**config.mk**
```make
export PLATFORM = sky130hd
export DESIGN_NAME = delimited_row_tokenizer
export DESIGN_NICKNAME = d
export VERILOG_FILES = /design/src/hw/rtl/drt_pkg.sv /design/src/hw/rtl/drt_front.sv /design/src/hw/rtl/drt_fifo.sv /design/src/hw/rtl/drt_back.sv /design/src/hw/rtl/delimited_row_tokenizer.sv
export SDC_FILE = /design/constraint.sdc
export NUM_CORES = 1
export LEC_CHECK = 0
export BUFFER_PORTS_ARGS = -buffer_cell sky130_fd_sc_hd__buf_2
export CAP_MARGIN = 20
export CORE_MARGIN = 2
export CORE_UTILIZATION = 30
export DETAILED_ROUTE_END_ITERATION = 12
export PLACE_DENSITY = 0.45
export SYNTH_ARGS = -nofsm -noshare
export SYNTH_HDL_FRONTEND = slang
export SYNTH_SLANG_ARGS = --single-unit
```
**constraint.sdc**
```tcl
create_clock -name clock -period 15.3 [get_ports clock]
set_input_delay 3.06 -clock clock [delete_from_list [all_inputs] [get_ports clock]]
set_output_delay 3.06 -clock clock [all_outputs]
set_load 0.05 [all_outputs]
```
**src/hw/rtl/drt_pkg.sv**
```systemverilog
// ----------------------------------------------------------------------------
// drt_pkg
// Shared types, constants and helpers for the delimited row tokenizer.
// ----------------------------------------------------------------------------
package drt_pkg;

   localparam int MAX_DELIM_LEN = 4;
   // widest delimiter that fits the 32-bit packed register
   localparam int PACKED_LIMIT  = 4;
   localparam int DELIM_LIM     = (MAX_DELIM_LEN < PACKED_LIMIT) ? MAX_DELIM_LEN : PACKED_LIMIT;
   localparam int DLEN_W        = $clog2(MAX_DELIM_LEN + 1);
   localparam int HIDX_W        = (MAX_DELIM_LEN > 1) ? $clog2(MAX_DELIM_LEN) : 1;

   localparam logic [7:0] QUOTE_CHAR = 8'h22;

   // queue between front and back, power of two
   localparam int Q_DEPTH = 4;
   localparam int Q_IDX_W = $clog2(Q_DEPTH);
   localparam int Q_CNT_W = $clog2(Q_DEPTH + 1);

   // result token codes
   localparam logic [1:0] TOK_CONTENT   = 2'd0;
   localparam logic [1:0] TOK_FIELD_END = 2'd1;
   localparam logic [1:0] TOK_ROW_END   = 2'd2;

   // register indexes
   localparam int CSR_IDX_W = 3;
   localparam logic [CSR_IDX_W-1:0] CSR_ROW_BYTES  = 3'd0;
   localparam logic [CSR_IDX_W-1:0] CSR_ROW_COUNT  = 3'd1;
   localparam logic [CSR_IDX_W-1:0] CSR_ITEM_BYTES = 3'd2;
   localparam logic [CSR_IDX_W-1:0] CSR_ITEM_COUNT = 3'd3;
   localparam logic [CSR_IDX_W-1:0] CSR_QUOTES_EN  = 3'd4;

   typedef enum logic [1:0] {
      ENT_LINE,
      ENT_ROW,
      ENT_EOS
   } ent_kind_type;

   // one classified input item: line bytes, a row end or an end of stream
   typedef struct packed {
      ent_kind_type                     kind;
      logic [DLEN_W-1:0]                cnt;
      logic [MAX_DELIM_LEN-1:0][7:0]    bytes;
   } entry_type;

   typedef struct packed {
      logic [31:0] row_bytes;
      logic [2:0]  row_count;
      logic [31:0] item_bytes;
      logic [2:0]  item_count;
      logic        quotes_en;
   } cfg_type;

   function automatic logic [DLEN_W-1:0] eff_len(input logic [2:0] count);
      logic [DLEN_W-1:0] r;
      if (count == 3'd0) begin
         r = DLEN_W'(1);
      end else if (int'(count) > DELIM_LIM) begin
         r = DLEN_W'(DELIM_LIM);
      end else begin
         r = DLEN_W'(count);
      end
      return r;
   endfunction

   function automatic logic [7:0] delim_byte(input logic [31:0] pbytes,
                                             input logic [DLEN_W-1:0] k);
      logic [1:0] sel;
      sel = 2'(k);
      return pbytes[8*sel +: 8];
   endfunction

endpackage

```
**src/hw/rtl/drt_front.sv**
```systemverilog
// ----------------------------------------------------------------------------
// drt_front
// Accepts stream bytes, runs the row delimiter matcher and queues line work.
// ----------------------------------------------------------------------------
module drt_front (
   input  logic                clock,
   input  logic                reset,
   input  drt_pkg::cfg_type    cfg,
   input  logic                req_valid,
   output logic                req_stall,
   input  logic [7:0]          req_text_byte,
   input  logic                req_stream_end,
   input  logic                fifo_full,
   output logic                push,
   output drt_pkg::entry_type  push_entry
);

   logic [7:0]                   row_hold_ff [drt_pkg::MAX_DELIM_LEN];
   logic [drt_pkg::DLEN_W-1:0]   row_len_ff, row_len_in;
   logic [drt_pkg::DLEN_W-1:0]   rlen, len_inc;
   logic                         accept, rmatch, hold_we;

   assign req_stall = fifo_full;
   assign accept    = req_valid && !fifo_full;
   assign rlen      = drt_pkg::eff_len(cfg.row_count);
   assign len_inc   = row_len_ff + drt_pkg::DLEN_W'(1);
   assign rmatch    = (row_len_ff < rlen) &&
                      (req_text_byte == drt_pkg::delim_byte(cfg.row_bytes, row_len_ff));

   always_comb begin
      push            = 1'b0;
      hold_we         = 1'b0;
      row_len_in      = row_len_ff;
      push_entry.kind = drt_pkg::ENT_LINE;
      push_entry.cnt  = len_inc;
      // held bytes first, the breaking byte right after them
      for (int j = 0; j < drt_pkg::MAX_DELIM_LEN; j++) begin
         push_entry.bytes[j] = (int'(row_len_ff) == j) ? req_text_byte : row_hold_ff[j];
      end
      if (accept) begin
         if (req_stream_end) begin
            push            = 1'b1;
            push_entry.kind = drt_pkg::ENT_EOS;
            row_len_in      = '0;
         end else if (rmatch) begin
            if (len_inc >= rlen) begin
               push            = 1'b1;
               push_entry.kind = drt_pkg::ENT_ROW;
               row_len_in      = '0;
            end else begin
               hold_we    = 1'b1;
               row_len_in = len_inc;
            end
         end else begin
            push       = 1'b1;
            row_len_in = '0;
         end
      end
   end

   always_ff @(posedge clock) begin
      if (reset) begin
         row_len_ff <= '0;
      end else begin
         row_len_ff <= row_len_in;
      end
   end

   always_ff @(posedge clock) begin
      if (hold_we) begin
         row_hold_ff[row_len_ff[drt_pkg::HIDX_W-1:0]] <= req_text_byte;
      end
   end

endmodule

```
**src/hw/rtl/drt_fifo.sv**
```systemverilog
// ----------------------------------------------------------------------------
// drt_fifo
// Short queue of classified items between the front and the back.
// ----------------------------------------------------------------------------
module drt_fifo (
   input  logic                clock,
   input  logic                reset,
   input  logic                push,
   input  drt_pkg::entry_type  push_entry,
   input  logic                pop,
   output drt_pkg::entry_type  head,
   output logic                not_empty,
   output logic                full
);

   drt_pkg::entry_type              mem_ff [drt_pkg::Q_DEPTH];
   logic [drt_pkg::Q_IDX_W-1:0]     wr_ptr_ff, wr_ptr_in;
   logic [drt_pkg::Q_IDX_W-1:0]     rd_ptr_ff, rd_ptr_in;
   logic [drt_pkg::Q_CNT_W-1:0]     count_ff, count_in;

   assign head      = mem_ff[rd_ptr_ff];
   assign not_empty = (count_ff != '0);
   assign full      = (count_ff == drt_pkg::Q_CNT_W'(drt_pkg::Q_DEPTH));

   always_comb begin
      wr_ptr_in = push ? wr_ptr_ff + drt_pkg::Q_IDX_W'(1) : wr_ptr_ff;
      rd_ptr_in = pop  ? rd_ptr_ff + drt_pkg::Q_IDX_W'(1) : rd_ptr_ff;
      count_in  = count_ff;
      if (push && !pop) begin
         count_in = count_ff + drt_pkg::Q_CNT_W'(1);
      end else if (pop && !push) begin
         count_in = count_ff - drt_pkg::Q_CNT_W'(1);
      end
   end

   always_ff @(posedge clock) begin
      if (reset) begin
         wr_ptr_ff <= '0;
         rd_ptr_ff <= '0;
         count_ff  <= '0;
      end else begin
         wr_ptr_ff <= wr_ptr_in;
         rd_ptr_ff <= rd_ptr_in;
         count_ff  <= count_in;
      end
   end

   always_ff @(posedge clock) begin
      if (push) begin
         mem_ff[wr_ptr_ff] <= push_entry;
      end
   end

endmodule

```
**src/hw/rtl/drt_back.sv**
```systemverilog
// ----------------------------------------------------------------------------
// drt_back
// Item delimiter matcher, quote handling and token sequencer with a two-deep
// result stage; tokens leave one per cycle while rsp_stall is low.
// ----------------------------------------------------------------------------
module drt_back (
   input  logic                clock,
   input  logic                reset,
   input  drt_pkg::cfg_type    cfg,
   input  drt_pkg::entry_type  head,
   input  logic                head_valid,
   output logic                pop,
   output logic                rsp_valid,
   input  logic                rsp_stall,
   output logic [7:0]          rsp_out_byte,
   output logic [1:0]          rsp_token_kind,
   output logic                rsp_burst_last
);

   localparam int DW = drt_pkg::DLEN_W;
   localparam int HW = drt_pkg::HIDX_W;

   // matcher and field state
   logic [7:0]     item_hold_ff [drt_pkg::MAX_DELIM_LEN];
   logic [DW-1:0]  iml_ff, iml_in;
   logic [DW-1:0]  rp_ff, rp_in;
   logic [HW-1:0]  bi_ff, bi_in;
   logic           quote_ff, quote_in;
   logic           fclosed_ff, fclosed_in;
   logic           line_ff, line_in;
   logic           fpend_ff, fpend_in;

   // staging: h holds a token until it is known whether it ends the burst
   logic           h_valid_ff, h_valid_in;
   logic           h_res_ff, h_res_in;
   logic           h_last_ff, h_last_in;
   logic [7:0]     h_byte_ff, h_byte_in;
   logic [1:0]     h_kind_ff, h_kind_in;
   logic           o_valid_ff, o_valid_in;
   logic           o_last_ff, o_last_in;
   logic [7:0]     o_byte_ff, o_byte_in;
   logic [1:0]     o_kind_ff, o_kind_in;

   logic [7:0]     cur_byte, e_byte;
   logic [1:0]     e_kind;
   logic [DW-1:0]  ilen, iml_inc, rp_inc, nrel;
   logic           last_byte, is_quote, opening, closing, in_quote_plain;
   logic           fc_eff, imatch, release_hold, finish;
   logic           emit, step_end, hold_we, fire;
   logic           o_free, h_move, h_free;

   assign cur_byte  = head.bytes[bi_ff];
   assign last_byte = (DW'(bi_ff) + DW'(1)) == head.cnt;
   assign ilen      = drt_pkg::eff_len(cfg.item_count);
   assign iml_inc   = iml_ff + DW'(1);
   assign rp_inc    = rp_ff + DW'(1);

   assign is_quote       = cfg.quotes_en && (cur_byte == drt_pkg::QUOTE_CHAR);
   assign opening        = is_quote && !quote_ff;
   assign closing        = is_quote && quote_ff;
   assign in_quote_plain = quote_ff && !is_quote;
   assign fc_eff         = fclosed_ff || closing;
   assign imatch         = !opening && !in_quote_plain && (iml_ff < ilen) &&
                           (cur_byte == drt_pkg::delim_byte(cfg.item_bytes, iml_ff));
   assign release_hold   = opening || (!in_quote_plain && !imatch);

   always_comb begin
      emit       = 1'b0;
      e_byte     = 8'd0;
      e_kind     = drt_pkg::TOK_CONTENT;
      step_end   = 1'b0;
      finish     = 1'b0;
      hold_we    = 1'b0;
      nrel       = '0;
      iml_in     = iml_ff;
      rp_in      = rp_ff;
      bi_in      = bi_ff;
      quote_in   = quote_ff;
      fclosed_in = fclosed_ff;
      line_in    = line_ff;
      fpend_in   = fpend_ff;
      if (head_valid) begin
         unique case (head.kind)
            drt_pkg::ENT_LINE: begin
               nrel = (release_hold && !fc_eff) ? iml_ff : '0;
               if (rp_ff < nrel) begin
                  // give back one held item delimiter byte as content
                  emit   = 1'b1;
                  e_byte = item_hold_ff[rp_ff[HW-1:0]];
                  if (opening && (rp_inc == nrel)) begin
                     finish = 1'b1;
                  end else begin
                     rp_in = rp_inc;
                  end
               end else begin
                  finish = 1'b1;
                  if (opening) begin
                     emit = 1'b0;
                  end else if (in_quote_plain) begin
                     emit   = !fclosed_ff;
                     e_byte = cur_byte;
                  end else if (imatch) begin
                     emit   = (iml_inc >= ilen);
                     e_kind = drt_pkg::TOK_FIELD_END;
                  end else begin
                     emit   = !fc_eff;
                     e_byte = cur_byte;
                  end
               end
               if (finish) begin
                  line_in = 1'b1;
                  rp_in   = '0;
                  if (opening) begin
                     quote_in = 1'b1;
                     iml_in   = '0;
                     fpend_in = 1'b1;
                  end else if (in_quote_plain) begin
                     fpend_in = 1'b1;
                  end else begin
                     if (closing) begin
                        quote_in   = 1'b0;
                        fclosed_in = 1'b1;
                     end
                     if (imatch) begin
                        hold_we = 1'b1;
                        if (iml_inc >= ilen) begin
                           iml_in     = '0;
                           fclosed_in = 1'b0;
                           fpend_in   = 1'b0;
                        end else begin
                           iml_in   = iml_inc;
                           fpend_in = 1'b1;
                        end
                     end else begin
                        iml_in   = '0;
                        fpend_in = 1'b1;
                     end
                  end
                  if (last_byte) begin
                     step_end = 1'b1;
                     bi_in    = '0;
                  end else begin
                     bi_in = bi_ff + HW'(1);
                  end
               end
            end
            drt_pkg::ENT_ROW,
            drt_pkg::ENT_EOS: begin
               nrel = fclosed_ff ? '0 : iml_ff;
               if ((head.kind == drt_pkg::ENT_EOS) && !line_ff) begin
                  // end of stream on an empty line: just clear
                  step_end   = 1'b1;
                  iml_in     = '0;
                  rp_in      = '0;
                  quote_in   = 1'b0;
                  fclosed_in = 1'b0;
                  fpend_in   = 1'b0;
               end else if (rp_ff < nrel) begin
                  emit   = 1'b1;
                  e_byte = item_hold_ff[rp_ff[HW-1:0]];
                  rp_in  = rp_inc;
               end else if (fpend_ff) begin
                  emit     = 1'b1;
                  e_kind   = drt_pkg::TOK_FIELD_END;
                  fpend_in = 1'b0;
               end else begin
                  emit       = 1'b1;
                  e_kind     = drt_pkg::TOK_ROW_END;
                  step_end   = 1'b1;
                  iml_in     = '0;
                  rp_in      = '0;
                  quote_in   = 1'b0;
                  fclosed_in = 1'b0;
                  line_in    = 1'b0;
                  fpend_in   = 1'b0;
               end
            end
            default: begin
               step_end = 1'b1;
            end
         endcase
      end
   end

   // result staging
   assign o_free = !o_valid_ff || !rsp_stall;
   assign h_move = h_valid_ff && (h_res_ff || emit) && o_free;
   assign h_free = !h_valid_ff || h_move;
   assign fire   = head_valid && (!emit || h_free);
   assign pop    = fire && step_end;

   always_comb begin
      h_valid_in = h_valid_ff;
      h_res_in   = h_res_ff;
      h_last_in  = h_last_ff;
      h_byte_in  = h_byte_ff;
      h_kind_in  = h_kind_ff;
      if (fire && emit) begin
         h_valid_in = 1'b1;
         h_res_in   = step_end;
         h_last_in  = step_end;
         h_byte_in  = e_byte;
         h_kind_in  = e_kind;
      end else if (h_move) begin
         h_valid_in = 1'b0;
         h_res_in   = 1'b0;
         h_last_in  = 1'b0;
      end else if (fire && step_end && h_valid_ff && !h_res_ff) begin
         // burst ended without a token of its own: the held one is its last
         h_res_in  = 1'b1;
         h_last_in = 1'b1;
      end

      o_valid_in = o_valid_ff;
      o_last_in  = o_last_ff;
      o_byte_in  = o_byte_ff;
      o_kind_in  = o_kind_ff;
      if (h_move) begin
         o_valid_in = 1'b1;
         o_last_in  = h_last_ff;
         o_byte_in  = h_byte_ff;
         o_kind_in  = h_kind_ff;
      end else if (o_valid_ff && !rsp_stall) begin
         o_valid_in = 1'b0;
      end
   end

   assign rsp_valid      = o_valid_ff;
   assign rsp_out_byte   = o_byte_ff;
   assign rsp_token_kind = o_kind_ff;
   assign rsp_burst_last = o_last_ff;

   always_ff @(posedge clock) begin
      if (reset) begin
         iml_ff     <= '0;
         rp_ff      <= '0;
         bi_ff      <= '0;
         quote_ff   <= 1'b0;
         fclosed_ff <= 1'b0;
         line_ff    <= 1'b0;
         fpend_ff   <= 1'b0;
         h_valid_ff <= 1'b0;
         h_res_ff   <= 1'b0;
         h_last_ff  <= 1'b0;
         o_valid_ff <= 1'b0;
         o_last_ff  <= 1'b0;
      end else begin
         if (fire) begin
            iml_ff     <= iml_in;
            rp_ff      <= rp_in;
            bi_ff      <= bi_in;
            quote_ff   <= quote_in;
            fclosed_ff <= fclosed_in;
            line_ff    <= line_in;
            fpend_ff   <= fpend_in;
         end
         h_valid_ff <= h_valid_in;
         h_res_ff   <= h_res_in;
         h_last_ff  <= h_last_in;
         o_valid_ff <= o_valid_in;
         o_last_ff  <= o_last_in;
      end
   end

   always_ff @(posedge clock) begin
      h_byte_ff <= h_byte_in;
      h_kind_ff <= h_kind_in;
      o_byte_ff <= o_byte_in;
      o_kind_ff <= o_kind_in;
      if (fire && hold_we) begin
         item_hold_ff[iml_ff[HW-1:0]] <= cur_byte;
      end
   end

endmodule

```
**src/hw/rtl/delimited_row_tokenizer.sv**
```systemverilog
// ----------------------------------------------------------------------------
// delimited_row_tokenizer
// Splits a byte stream into rows and fields with multi-byte delimiters.
// ----------------------------------------------------------------------------
// Takes one stream byte per transfer and returns content bytes, field ends
// and row ends, with burst_last on the final token of each input byte.
// The back-end sequencer handles one line byte per step, or one token per
// step where a line byte yields several, so plain text runs at one byte per
// clock while neither the queue nor the result side stalls. A byte that breaks
// a partial item delimiter match first releases each held byte as content.
// A byte that breaks a partial row delimiter match also replays the held row
// bytes as line bytes. A row end releases each held item byte, then gives the
// field end if a field is open, and the row end. A four-entry queue between
// the row matcher and the sequencer absorbs these bursts. The first token of
// a transfer passes through the queue, the staging register and the output
// register. The user must write registers through the csr port only while the
// block is idle; the block itself does not enforce this.
// ----------------------------------------------------------------------------
module delimited_row_tokenizer (
   input  logic                               clock,
   input  logic                               reset,
   input  logic                               req_valid,
   output logic                               req_stall,
   input  logic [7:0]                         req_text_byte,
   input  logic                               req_stream_end,
   output logic                               rsp_valid,
   input  logic                               rsp_stall,
   output logic [7:0]                         rsp_out_byte,
   output logic [1:0]                         rsp_token_kind,
   output logic                               rsp_burst_last,
   input  logic                               csr_write,
   input  logic [drt_pkg::CSR_IDX_W-1:0]      csr_index,
   input  logic [31:0]                        csr_wdata
);

   drt_pkg::cfg_type    cfg_ff, cfg_in;
   drt_pkg::entry_type  push_entry, head;
   logic                push, pop, head_valid, fifo_full;

   always_comb begin
      cfg_in = cfg_ff;
      if (csr_write) begin
         unique case (csr_index)
            drt_pkg::CSR_ROW_BYTES:  cfg_in.row_bytes  = csr_wdata;
            drt_pkg::CSR_ROW_COUNT:  cfg_in.row_count  = csr_wdata[2:0];
            drt_pkg::CSR_ITEM_BYTES: cfg_in.item_bytes = csr_wdata;
            drt_pkg::CSR_ITEM_COUNT: cfg_in.item_count = csr_wdata[2:0];
            drt_pkg::CSR_QUOTES_EN:  cfg_in.quotes_en  = csr_wdata[0];
            default: ;
         endcase
      end
   end

   always_ff @(posedge clock) begin
      if (reset) begin
         cfg_ff.row_bytes  <= 32'd10;
         cfg_ff.row_count  <= 3'd1;
         cfg_ff.item_bytes <= 32'd44;
         cfg_ff.item_count <= 3'd1;
         cfg_ff.quotes_en  <= 1'b0;
      end else begin
         cfg_ff <= cfg_in;
      end
   end

   drt_front u_front (
      .clock          (clock),
      .reset          (reset),
      .cfg            (cfg_ff),
      .req_valid      (req_valid),
      .req_stall      (req_stall),
      .req_text_byte  (req_text_byte),
      .req_stream_end (req_stream_end),
      .fifo_full      (fifo_full),
      .push           (push),
      .push_entry     (push_entry)
   );

   drt_fifo u_fifo (
      .clock      (clock),
      .reset      (reset),
      .push       (push),
      .push_entry (push_entry),
      .pop        (pop),
      .head       (head),
      .not_empty  (head_valid),
      .full       (fifo_full)
   );

   drt_back u_back (
      .clock          (clock),
      .reset          (reset),
      .cfg            (cfg_ff),
      .head           (head),
      .head_valid     (head_valid),
      .pop            (pop),
      .rsp_valid      (rsp_valid),
      .rsp_stall      (rsp_stall),
      .rsp_out_byte   (rsp_out_byte),
      .rsp_token_kind (rsp_token_kind),
      .rsp_burst_last (rsp_burst_last)
   );

endmodule

```
# After elaboration in Yosys (flattened, before gate mapping)

Memories as Yosys holds them, arrays and structs flattened. A register that Yosys moved wholly into a read port is not among the register bits.
Index checks and enable logic that the tools add are counted.

Add/subtract/negate cells: 9
Multiply operators: 0
Divide/modulo/power cells: 0
$lt $le $gt $ge: 9
Eq/ne operators: 28
Shifts and indexed selects: 2
Multiplexer cells: 127
Bitwise logic cells: 0
Reductions and logical operators: 70

Operator list:

| kind                                                             | number |
|---|---|
| 8-bit two-way mux                                                | 11 |
| 3-bit two-way mux                                                | 24 |
| 1-bit two-way mux                                                | 67 |
| 32-bit by 6-bit indexed part select with 8-bit output            | 2 |
| 2-bit two-way mux                                                | 14 |
| 1-bit logical AND                                                | 24 |
| 8-bit binary-select mux with 2-bit select                        | 1 |
| 8-bit == test                                                    | 2 |
| 1-bit zero test                                                  | 16 |
| 8-bit case mux with 2 select lines                               | 1 |
| 8-bit AND reduction                                              | 2 |
| 7-bit AND reduction                                              | 2 |
| 3-bit by 1-bit adder with 3-bit output (second input constant)   | 4 |
| 3-bit == test (second input constant)                            | 4 |
| 3-bit zero test                                                  | 4 |
| 3-bit < comparator                                               | 4 |
| 1-bit case mux with 2 select lines                               | 6 |
| 3-bit case mux with 2 select lines                               | 2 |
| 2-bit != test (second input constant)                            | 5 |
| 2-bit AND reduction                                              | 5 |
| 3-bit by 2-bit == test with 1-bit output (second input constant) | 3 |
| 8-bit by 6-bit == test with 1-bit output (second input constant) | 1 |
| 2-bit nonzero test                                               | 4 |
| 2-bit by 1-bit adder with 2-bit output (second input constant)   | 3 |
| 22 further kinds                                                 | 34 |

Register bits after elaboration: 117
Bits in latches: 0
Bits in writable memories: 212
ROM bits: 0
Output and inout bits: 13
Word-level logic and storage cells: 272
Memories kept: 3

Memory list:

| memory              | words | bits a word | rd ports | clocked after Yosys merged registers in | write ports | line            | RTL |
|---|---|---|---|---|---|---|---|
| u_fifo.mem_ff       | 4     | 37          | 1        | 1                                       | 1           | drt_fifo.sv:16  | `drt_pkg::entry_type mem_ff [drt_pkg::Q_DEPTH];` |
| u_back.item_hold_ff | 4     | 8           | 1        | 1                                       | 1           | drt_back.sv:24  | `logic [7:0] item_hold_ff [drt_pkg::MAX_DELIM_LEN];` |
| u_front.row_hold_ff | 4     | 8           | 4        | 0                                       | 1           | drt_front.sv:18 | `logic [7:0] row_hold_ff [drt_pkg::MAX_DELIM_LEN];` |

# Logic depth before layout (Yosys ltp)

Gate-level depths: netlist of run 1.

Depth after elaboration: 31
Depth in mapped cells: 35
Mapped depth without buffers: 30

# Modules after synthesis

A second synthesis of run 1 with hierarchy kept.

Cell total of the unflattened synthesis: 1020
Area total of the unflattened synthesis: 15250.9 um^2

By module, submodules not included:

| module                  | times used | cells each | area each (um^2) | sequential area each (um^2) |
|---|---|---|---|---|
| drt_fifo                | 1          | 237        | 5825.6           | 4624.4 |
| drt_back                | 1          | 358        | 4394.2           | 1921.8 |
| delimited_row_tokenizer | 1          | 274        | 2950.3           | 1421.4 |
| drt_front               | 1          | 151        | 2080.7           | 1021.0 |

# Worst setup path after synthesis of run 1

OpenSTA, ideal clock, no wires.

Path type: reg2reg
Start point: reg (tool-made name)
End point: reg u_fifo.count_ff[2] in the netlist's numbering
Setup time: 0.070 ns
Arrival time: 6.153 ns
Path slack: 9.076 ns
Cell stages (with the launch flop): 36
Path buffers: 5
Period minus slack after synthesis: 6.224 ns
Cell sequence: dfxtp_1 > buf_6 > buf_6 > buf_6 > buf_4 > mux2i_1 > nand2_1 > and3_1 > a21oi_1 > nand3_1 > nor4_1 > nand2_1 > ha_1 > nand3b_1 > a21o_1 > nor3_1 > nand4_1 > a21oi_1 > nor2_1 > nand2_1 > ha_1 > nor2b_1 > o21ai_0 > nor2b_1 > nor2_1 > and3_1 > a22oi_1 > and3_1 > buf_6 > a21o_1 > ha_1 > inv_1 > fa_1 > xor2_1 > or3_1 > a21oi_1

RTL lines:

| what                   | line           | RTL |
|---|---|---|
| end signal: assignment | drt_fifo.sv:44 | `count_ff <= count_in;` |
| end: declaration       | drt_fifo.sv:19 | `logic [drt_pkg::Q_CNT_W-1:0] count_ff, count_in;` |

# Worst setup path after layout of run 1

Start point: reg u_back.bi_ff[1]
End point: reg u_fifo.count_ff[2] in the netlist's numbering

Cells in the longest elaborated chain, start to end: 29

RTL lines:

| what                                                    | line                           | RTL |
|---|---|---|
| start: declaration                                      | drt_back.sv:27                 | `logic [HW-1:0] bi_ff, bi_in;` |
| start signal: assignment                                | drt_back.sv:251                | `bi_ff <= bi_in;` |
| 8-bit binary-select mux with 2-bit select               | drt_back.sv:52                 | `assign cur_byte = head.bytes[bi_ff];` |
| 8-bit two-way mux (not written as such)                 | drt_back.sv:52                 |  |
| 8-bit by 6-bit == test with 1-bit output                | drt_back.sv:58                 | `assign is_quote = cfg.quotes_en && (cur_byte == drt_pkg::QUOTE_CHAR);` |
| 1-bit logical AND                                       | drt_back.sv:58                 |  |
| 1-bit zero test                                         | drt_back.sv:61                 | `assign in_quote_plain = quote_ff && !is_quote;` |
| 1-bit logical AND                                       | drt_back.sv:61                 |  |
| 1-bit zero test                                         | drt_back.sv:63, drt_back.sv:65 |  |
| 1-bit logical AND (3 in a row)                          | drt_back.sv:63                 | `assign imatch = !opening && !in_quote_plain && (iml_ff < ilen) &&` |
| (+10 left out)                                          | --                             |  |
| 1-bit logical AND (2 in a row)                          | drt_back.sv:187                | `assign h_move = h_valid_ff && (h_res_ff \|\| emit) && o_free;` |
| 1-bit logical OR                                        | drt_back.sv:188                | `assign h_free = !h_valid_ff \|\| h_move;` |
| 1-bit logical OR                                        | drt_back.sv:189                | `assign fire = head_valid && (!emit \|\| h_free);` |
| 1-bit logical AND                                       | drt_back.sv:189                |  |
| 1-bit logical AND (*)                                   | drt_back.sv:190                | `assign pop = fire && step_end;` |
| 1-bit zero test                                         | drt_fifo.sv:29                 | `if (push && !pop) begin` |
| 1-bit logical AND                                       | drt_fifo.sv:29                 |  |
| 3-bit two-way mux or 2-bit nonzero test (tied branches) | --                             |  |

Every way passes the cells marked *; elsewhere a longest branch is shown, timed or not. The select of a mux whose other input is x is not followed.
A chain may end at the register's enable or synchronous reset.

==> results_dict.tcl, run 1 <==
set metrics [dict create \
    relSlewSlack_pct 35.51 \
    rsz0062_at_grt "no" \
    cts_hold_buffers 0 \
    place_congestion 0.7750 \
    die_area_um2 50460 \
    rows 80 \
    worstSetupEndpointType "register" \
    cts_tree "built" \
    final_common_cell "edfxtp_1" \
    totalWireLength_um 37360 \
    io_pins 62 \
    synthCells 1117 \
    setup_viol 0 \
    grt_first_pass_wirelength_um 56680 \
    clkLatencyLatePin_ps 560 \
    design_area_um2 16870 \
    crit_path_start_kind "register" \
    required_ps 15780 \
    synth-edff-count 232 \
    powerDensity_nw_per_um2 149.8 \
    ir_drop_mv 0.08040 \
    grt_start_max_net_pins 76 \
    hold_path.class "reg2reg" \
    drcViolationCount 0 \
    area_delta_synth_final_pct 15.55 \
    wl_met3_um 1275 \
    initial_utilization_pct 30.52 \
    critPathKind "reg2reg" \
    cts_num_sinks 333 \
    grt_pass1_vias 9068 \
    place_area_um2 15590 \
    hpwl_um 26040 \
    synth_fp_nets 1207 \
    drtAntennaViolNets 0 \
    hold_viol 0 \
    crit_path_max_fanout 13 \
    yosys_most_used_dff "edfxtp_1" \
    finalCritPeriodShare_pct 50.08 \
    cp_top_family "simple AND/OR/NAND/NOR gates" \
    outcome "complete, no violations" \
    post_cts_resized 0 \
    finClkSkew_ps 25.81 \
    fin_setup_tns_ps 0 \
    cts_buffer_depth 3 \
    drv_slew 0 \
    ys_types 65 \
    post-route-min-period_ps 7663 \
    yosysSeqAreaShare_pct 61.55 \
    cp_slowest_cell "dfxtp_1" \
    cts_inserted_buffers 38 \
    worst_slew_pin_slew_ps 960.0 \
    drv_cap 0 \
    path_clk_slew_ps 60 \
    die_w_um 224.6 \
    top_layer_used "met4" \
    vias 8873 \
    drt_iter0_markers 542 \
    vias_per_cell 4.857 \
    final_cell_mix "edfxtp_1 (232), nand2_1 (168), dfxtp_1 (100), a21oi_1 (83), buf_2 (61)" \
    antenna_cells 0 \
    drive_gt1_share_pct 18.65 \
    nFillCells 4683 \
    syn_area_um2 14600 \
    ys_warn_count 0 \
    fin_nets 1272 \
    critPathArrivalTime_ps 8140 \
    antenna_found_initial 1 \
    first_pass_iters 4 \
    max_freq_ghz 0.1305 \
    grt_usage_pct 15.01 \
    synth_area_per_cell_um2 13.07 \
    ys_ff_latch 333 \
    cts_setup_buffers 0 \
    path_buf_inv 1 \
    dr_wl_met2_um 17190 \
    coreArea_um2 47850 \
    leakagePower_nw 5.828 \
    ctsHtreeMaxLevel 2 \
    synthArstFlopShare_pct 0 \
    grt.overflow.total 0 \
    wl_met1_um 17730 \
    port_buffers 61 \
    max_stage_delay_ps 790 \
    die_h_um 224.6 \
    avgRoutedWirePerCell_um 20.45 \
    root_buffer "clkbuf_16" \
]
[final cells by class]
class	instances	area (um^2)	area share (%)
Multi-Input combinational cell	693	5235	31.02
Clock inverter	19	210.2	1.246
Inverter	40	150.1	0.8897
Sequential cell	333	8992	53.29
Clock buffer	51	1020	6.043
Tap cell	615	769.5	4.560
Timing Repair Buffer	76	498.0	2.951
[layer usage]
| layer | global-route usage [%] | up-vias |
|---|---|---|
| li1 | - | 4269 |
| met1 | 20.46 | 4407 |
| met2 | 23.93 | 129 |
| met3 | 2.743 | 68 |
| met4 | 5.512 | 0 |
| met5 | 0 | - |
[cell families (layout without fill, tap and decap cells)]
kind of cell / after synthesis / in the layout / share of synthesized area, %
flops: 333 / 333 / 61.55
simple gates: 329 / 329 / 10.45
compound gates: 174 / 174 / 7.531
mux: 125 / 125 / 12.77
buf+inv: 91 / 186 / 2.639
fa+ha+maj: 41 / 41 / 3.564
xor+xnor: 24 / 24 / 1.491
[cell usage after synthesis (all sizes together), types with 3 or more instances]
master,instances,area share (%)
mux2,32,2.5
nand4,6,0.26
nor2,42,1.1
mux4,45,7.0
xnor2,13,0.83
xor2,11,0.66
nor2b,15,0.64
nand2b,8,0.34
inv,40,1.0
and2,16,0.69
a21oi,84,2.9
nor3,8,0.27
buf,15,0.69
or3,5,0.21
nor4,5,0.21
mux2i,48,3.3
o211ai,3,0.15
ha,40,3.4
a22o,4,0.24
a211o,3,0.18
or2,5,0.21
o21ai,22,0.75
dfxtp,101,14
a22oi,16,0.82
nand3,20,0.69
o22ai,5,0.21
nand3b,5,0.26
nand2,168,4.3
a21o,8,0.41
clkbuf,36,0.93
and3,15,0.64
edfxtp,232,48
a31o,4,0.24
[final timing paths]
kind	from	end	slack (ps)	cells after the start
max	u_back.bi_ff[1]$_SDFFE_PP0P_	u_fifo.count_ff[2]$_SDFFE_PP0P_	7640	30
max reg2reg	u_back.bi_ff[1]$_SDFFE_PP0P_	u_fifo.count_ff[2]$_SDFFE_PP0P_	7640	30
min reg2reg	u_back.h_byte_ff[0]$_SDFFCE_PP0P_	u_back.rsp_out_byte[0]$_DFFE_PP_	420	0
min	u_back.h_byte_ff[0]$_SDFFCE_PP0P_	u_back.rsp_out_byte[0]$_DFFE_PP_	420	0
[flip-flops by register name, indices dropped and copies added (netlist names), 3 cells and up, named ones only]
register and flops:
u_front.row_len_ff 3, u_back.item_hold_ff 32, u_fifo.count_ff 3, u_fifo.mem_ff 148, cfg_ff 71, u_back.iml_ff 3, u_back.h_byte_ff 8, u_front.row_hold_ff 32
u_back.rsp_out_byte 8, u_back.rp_ff 3
[metrics by stage]
stage | setup slack (ps) | utilization [%] | hold WS [ps] | instances | power [mW]
3_5_place_dp | 7664 | 32.58 | 409.8 | 1755 | 1.641
6_report | 7637 | 35.27 | 422.0 | 1827 | 2.527
2_1_floorplan | 9076 | - | 400.3 | 1117 | 1.484
5_1_grt | 6945 | 35.27 | 426.4 | 1827 | 2.646
3_3_place_gp | 7829 | 32.47 | 406.3 | 1753 | 1.637
4_1_cts | 7625 | 35.15 | 424.0 | 1825 | 2.556
[power breakdown]
part	internal, mW	switching [mW]
combinational	0.184	0.335
clock	0.538	0.370
sequential	1.06	0.0355
(Power assumes the default switching activity.)
==> inputs of run 2 (changes only) <==
ABC_AREA = 1   (was default)
PLACE_DENSITY = 0.46   (was 0.45)
clock period = 6.28 ns   (was 15.3 ns; I/O delays follow)
==> run 2 against run 1 <==
Compared with the run above:
- critical path depth is 6 higher
- synthesized cell count increased by 43%
- sequential share of layout area shrank 1.7 points
- clock skew shrank 4.3 ps
- via count up 24%
- non-clock buffer count rose by 26
- count of clock-buffer cells in the layout unchanged
- cell count increased by 30%
- power rose to 2.9 times the previous value
- clock power grew to 2.5 times the previous value
- die area rose by 2.4%
- global-route usage is 1.2 points higher
- largest cell class unchanged
==> results_dict.tcl, run 2 <==
set metrics [dict create \
    synth_fp_nets 1690 \
    io_pins 62 \
    hold_viol 0 \
    port_buffers 61 \
    layout_setup_ws_ps 567.9 \
    max_stage_delay_ps 470 \
    regToRegEndpoint "u_fifo.count_ff[2]$_SDFFE_PP0P_" \
    r2r-start "u_back.bi_ff[0]$_SDFFE_PP0P_" \
    worstSetupEndpointType "register" \
    crit_cells 36 \
    worst_slew_pin_slew_ps 1008 \
    pre_cts_ws_ps 515.8 \
    hpwl_um 27760 \
    vias 11010 \
    design_area_um2 17430 \
    rsz0062_at_grt "no" \
    yosysSeqAreaShare_pct 60.05 \
    post-route-min-period_ps 5712 \
    cts_tree "built" \
    die_area_um2 51700 \
    drive_gt1_share_pct 10.58 \
    antenna_found_initial 1 \
    fin_nets 1763 \
    final_common_cell "nand2_1" \
    multiInputGateArea_um2 5054 \
    cp_common_cell "nand2_1" \
    startpoint "u_back.bi_ff[0]$_SDFFE_PP0P_" \
    finalPower_mw 7.313 \
    wl_met3_um 2070 \
    drt_iter0_markers 686 \
    nFillCells 5035 \
    synthArstFlopShare_pct 0 \
    grt_start_max_net_pins 88 \
    reg.largest.list "u_fifo.mem_ff (148), cfg_ff (71)" \
    crit_path_max_fanout 11 \
    ys_types 43 \
    clkLatencyLatePin_ps 560 \
    synthCells 1600 \
    synth-edff-count 232 \
    coreArea_um2 49050 \
    leakagePower_nw 7.063 \
    powerDensity_nw_per_um2 419.7 \
    cp_slowest_cell "dfxtp_1" \
    post_cts_resized 0 \
    drtAntennaViolNets 0 \
    syn_area_um2 14970 \
    max_freq_ghz 0.1751 \
    r2r_cells 36 \
    relSlewSlack_pct 32.70 \
    cts_hold_buffers 0 \
    final_cell_mix "nand2_1 (302), nor2_1 (264), edfxtp_1 (232), inv_1 (153), o21ai_0 (151)" \
    wl_met1_um 18650 \
    die_w_um 227.4 \
    grt_first_pass_wirelength_um 63350 \
    dr_wl_met2_um 18550 \
    place_area_um2 16100 \
    yosysMostFrequentCell "nand2_1" \
    fin_setup_tns_ps 0 \
    top_layer_used "met5" \
    dpl.cell_count 2293 \
    path_buf_inv 6 \
    hold_slack_ps 416.0 \
    ctsHtreeMaxLevel 2 \
    critPathKind "reg2reg" \
    final_core_util_pct 35.53 \
    required_ps 6730 \
    cts_inserted_buffers 39 \
    stdcell_count 2366 \
    path_clk_slew_ps 60 \
    yosys.area.top_type "edfxtp_1" \
    critPathArrivalTime_ps 6160 \
    grt_pass1_vias 10940 \
    outcome "complete, no violations" \
    setup_viol 0 \
    regMostFlops "u_fifo.mem_ff" \
    drv_cap 0 \
    initial_utilization_pct 30.51 \
    grt.overflow.total 0 \
    ir_drop_mv 0.1788 \
    grt_usage_pct 16.21 \
    first_pass_iters 5 \
    synth_area_leaders "edfxtp_1 (47%), dfxtp_1 (14%), nand2_1 (7.6%)" \
    largest_reg_flops 148 \
    vias_per_cell 4.652 \
    place_congestion 0.8210 \
    ys_ff_latch 333 \
    synth_area_per_cell_um2 9.355 \
    register_area_um2 8990 \
    synth_top_area_share_pct 46.54 \
    cts_setup_buffers 0 \
    rrSetupSlack_ps 570 \
    crit_path_start_kind "register" \
    hold_path.class "reg2reg" \
    drcViolationCount 0 \
    antenna_cells 0 \
    yosys_most_used_dff "edfxtp_1" \
    totalWireLength_um 40490 \
    die_h_um 227.4 \
    root_buffer "clkbuf_16" \
    finalCritPeriodShare_pct 90.96 \
    area_delta_synth_final_pct 16.43 \
    cts_num_sinks 333 \
    finClkSkew_ps 21.47 \
    avgRoutedWirePerCell_um 17.11 \
    synth_common_cells "nand2_1 (302), nor2_1 (268), edfxtp_1 (232), inv_1 (154), o21ai_0 (151)" \
    endpoint "u_fifo.count_ff[2]$_SDFFE_PP0P_" \
    cts_buffer_depth 3 \
    ys_warn_count 0 \
    drv_slew 0 \
    rows 81 \
    cp_top_family "simple AND/OR/NAND/NOR gates" \
]
## run 2: how the worst min path moves through the flow
stage                                      start                                 end  slack (ps)  cells after the start
6_report       u_back.h_byte_ff[6]$_SDFFCE_PP0P_    u_back.rsp_out_byte[6]$_DFFE_PP_         420                      0
5_1_grt        u_back.h_kind_ff[1]$_SDFFCE_PP0P_  u_back.rsp_token_kind[1]$_DFFE_PP_         430                      0
4_1_cts        u_back.h_byte_ff[6]$_SDFFCE_PP0P_    u_back.rsp_out_byte[6]$_DFFE_PP_         420                      0
3_5_place_dp   u_back.h_byte_ff[6]$_SDFFCE_PP0P_    u_back.rsp_out_byte[6]$_DFFE_PP_         400                      0
3_3_place_gp   u_back.h_byte_ff[7]$_SDFFCE_PP0P_    u_back.rsp_out_byte[7]$_DFFE_PP_         400                      0
2_1_floorplan  u_back.h_byte_ff[0]$_SDFFCE_PP0P_    u_back.rsp_out_byte[0]$_DFFE_PP_         400                      0
## run 2: logic make-up after synthesis
| kind of cell | Yosys count | synth area share, % |
|---|---|---|
| adder cells (fa/ha/maj) | 41 | 3.477 |
| buffers and inverters | 232 | 6.420 |
| flip-flops | 333 | 60.05 |
| XOR/XNOR | 14 | 0.8192 |
| AND/OR/NAND/NOR | 698 | 19.02 |
| AO/OA/AOI/OAI | 282 | 10.21 |
## run 2: per-layer routing
| layer | up-vias | GRT usage, % |
|---|---|---|
| li1 | 5507 | - |
| met1 | 5173 | 21.74 |
| met2 | 257 | 26.18 |
| met3 | 68 | 2.697 |
| met4 | 2 | 6.346 |
| met5 | - | 0 |
## run 2: cell type report
class	count	share of cell area, %
flip-flops and latches	333	51.59
multi-input cells	1035	29.00
clock buffers	51	6.038
well taps	664	4.767
repair buffers	102	3.762
inverters	162	3.518
clock inverters	19	1.328
## run 2: report_power, final
| part | switching, mW | total, mW | internal [mW] | leakage, nW |
|---|---|---|---|---|
| Clock | 0.890 | 2.28 | 1.39 | 0.625 |
| Combinational | 1.59 | 2.29 | 0.704 | 3.50 |
| Sequential | 0.0974 | 2.74 | 2.65 | 2.94 |
| Total | 2.57 | 7.31 | 4.74 | 7.06 |
==> inputs of run 3 (changes only) <==
PLACE_DENSITY = 0.45   (was 0.46)
SKIP_CTS_REPAIR_TIMING = 1   (was default)
clock period = 5.3 ns   (was 6.28 ns; I/O delays follow)
==> run 3 against run 2 <==
Compared with the run above:
- core utilization increased by 1.8 points
- clock power rose by 14%
- die area unchanged
- sequential share of layout area is 2.4 points lower
- power grew 26%
- clock skew shrank 4.5 ps
- count of clock-buffer cells in the layout stayed put
- combinational power is 45% higher
- first-iteration DRC count up 14%
- via count rose by 2.9%
- global-route usage rose by 0.22 points
- sequential power up 19%
- critical endpoint is now u_fifo.count_ff[1]$_SDFFE_PP0P_
- highest routed layer unchanged
==> results_dict.tcl, run 3 (same netlist as run 2, synthesis figures left out) <==
set metrics [dict create \
    rsz0062_at_grt "yes" \
    hold_slack_ps 418.7 \
    fin_nets 1844 \
    grt.overflow.total 0 \
    crit_path_max_fanout 7 \
    port_buffers 61 \
    drtAntennaViolNets 0 \
    place_congestion 0.8400 \
    regMostFlops "u_fifo.mem_ff" \
    hold_viol 0 \
    max_stage_delay_ps 430 \
    avgRoutedWirePerCell_um 16.98 \
    totalWireLength_um 41570 \
    root_buffer "clkbuf_16" \
    finClkSkew_ps 16.93 \
    die_w_um 227.4 \
    grt_usage_pct 16.44 \
    final_core_util_pct 37.29 \
    die_h_um 227.4 \
    nFillCells 5066 \
    powerDensity_nw_per_um2 502.6 \
    post-route-min-period_ps 5152 \
    globalRouteMet1Util_pct 21.56 \
    drive_gt1_share_pct 17.21 \
    ir_drop_mv 0.1966 \
    dpl.cell_count 2363 \
    whs_path_depth 0 \
    critPathArrivalTime_ps 5590 \
    path_clk_slew_ps 60 \
    io_pins 62 \
    rrSetupSlack_ps 150 \
    drv_cap 0 \
    leakagePower_nw 7.478 \
    largest_reg_flops 148 \
    cp_common_cell "nand2_1" \
    drt_iter0_markers 781 \
    regToRegEndpoint "u_fifo.count_ff[1]$_SDFFE_PP0P_" \
    cts_tree "built" \
    grt_first_pass_wirelength_um 64560 \
    hp-start "u_back.h_kind_ff[0]$_SDFFCE_PP0P_" \
    rows 81 \
    cts_num_sinks 333 \
    pre_cts_ws_ps -169.4 \
    required_ps 5740 \
    grt_start_max_net_pins 51 \
    cts_buffer_depth 3 \
    critPathKind "reg2reg" \
    cp_slowest_cell "fa_2" \
    clkLatencyLatePin_ps 550 \
    met2_usage_pct 27.45 \
    setup_viol 0 \
    met3_usage_pct 3.110 \
    coreArea_um2 49050 \
    ctsHtreeMaxLevel 2 \
    relSlewSlack_pct 28.65 \
    grt_pass1_vias 11240 \
    grt.busiest_layer "met2" \
    area_delta_synth_final_pct 22.22 \
    finalPower_mw 9.194 \
    min_to "u_back.rsp_token_kind[0]$_DFFE_PP_" \
    finalCritPeriodShare_pct 97.22 \
    initial_utilization_pct 30.51 \
    drv_slew 0 \
    antenna_found_initial 3 \
    reg.largest.list "u_fifo.mem_ff (148), cfg_ff (71)" \
    first_pass_iters 8 \
    layout_setup_ws_ps 147.6 \
    place_area_um2 16700 \
    r2r_cells 40 \
    final_cell_mix "nand2_1 (292), nor2_1 (258), edfxtp_1 (232), inv_1 (150), o21ai_0 (146)" \
    hpwl_um 28470 \
    final_common_cell "nand2_1" \
    max_freq_ghz 0.1941 \
    fin_setup_tns_ps 0 \
    worstSetupEndpointType "register" \
    vias 11330 \
    stdcell_count 2448 \
    vias_per_cell 4.628 \
    design_area_um2 18290 \
    outcome "complete, no violations" \
    drcViolationCount 0 \
    hold_path.class "reg2reg" \
    antenna_cells 0 \
    cts_inserted_buffers 39 \
    crit_path_start_kind "register" \
    worst_slew_pin_slew_ps 1069 \
    die_area_um2 51700 \
]
## run 3: cell count changes in the layout (fill, tap and decap cells not counted), moves of 5 or more
cell,change
nand2_1,-10
buf_6,+8
nand2_2,+10
o21ai_0,-5
nand3_1,-11
buf_4,+67
nand3_2,+10
nor2_1,-6
## run 3: final cells by class
class	instances	area (um^2)	share of cell area, %
Inverter	162	625.6	3.420
Multi-Input combinational cell	1035	5244	28.66
Sequential cell	333	8994	49.16
Tap cell	664	830.8	4.541
Timing Repair Buffer	182	1354	7.400
Timing Repair inverter	1	8.758	0.04788
Clock inverter	20	163.9	0.8960
Clock buffer	51	1074	5.868
## run 3: how the worst max path moves through the flow
stage                         from                              end  slack [ps]  depth (start not counted)
after CTS                 register  u_fifo.count_ff[1]$_SDFFE_PP0P_        -170                         39
final                     register  u_fifo.count_ff[1]$_SDFFE_PP0P_         150                         40
after global placement    register  u_fifo.count_ff[2]$_SDFFE_PP0P_        -140                         38
after floorplan           register  u_fifo.count_ff[2]$_SDFFE_PP0P_          80                         38
after global routing      register  u_fifo.count_ff[2]$_SDFFE_PP0P_        -180                         40
after detailed placement  register  u_fifo.count_ff[2]$_SDFFE_PP0P_        -170                         39
## run 3: where the power goes
part           total [mW]  switching [mW]  internal (mW)
sequential           3.26           0.121           3.14
combinational        3.32            2.05           1.27
clock                2.61            1.08           1.53
total                9.19            3.25           5.94
## run 3: metal layers
metal	vias to the layer above	share of wire (%)
met2	229	47
li1	5667	-
met5	-	0.065
met4	4	2.6
met1	5368	45
met3	62	4.4
## run 3: worst max-delay path: cells and delay by family, from the launching register on
kind            cells  cell delay, ps
compound gates      5             700
fa+ha+maj           4            1070
buf+inv             7             700
flops               1             420
simple gates       24            2170
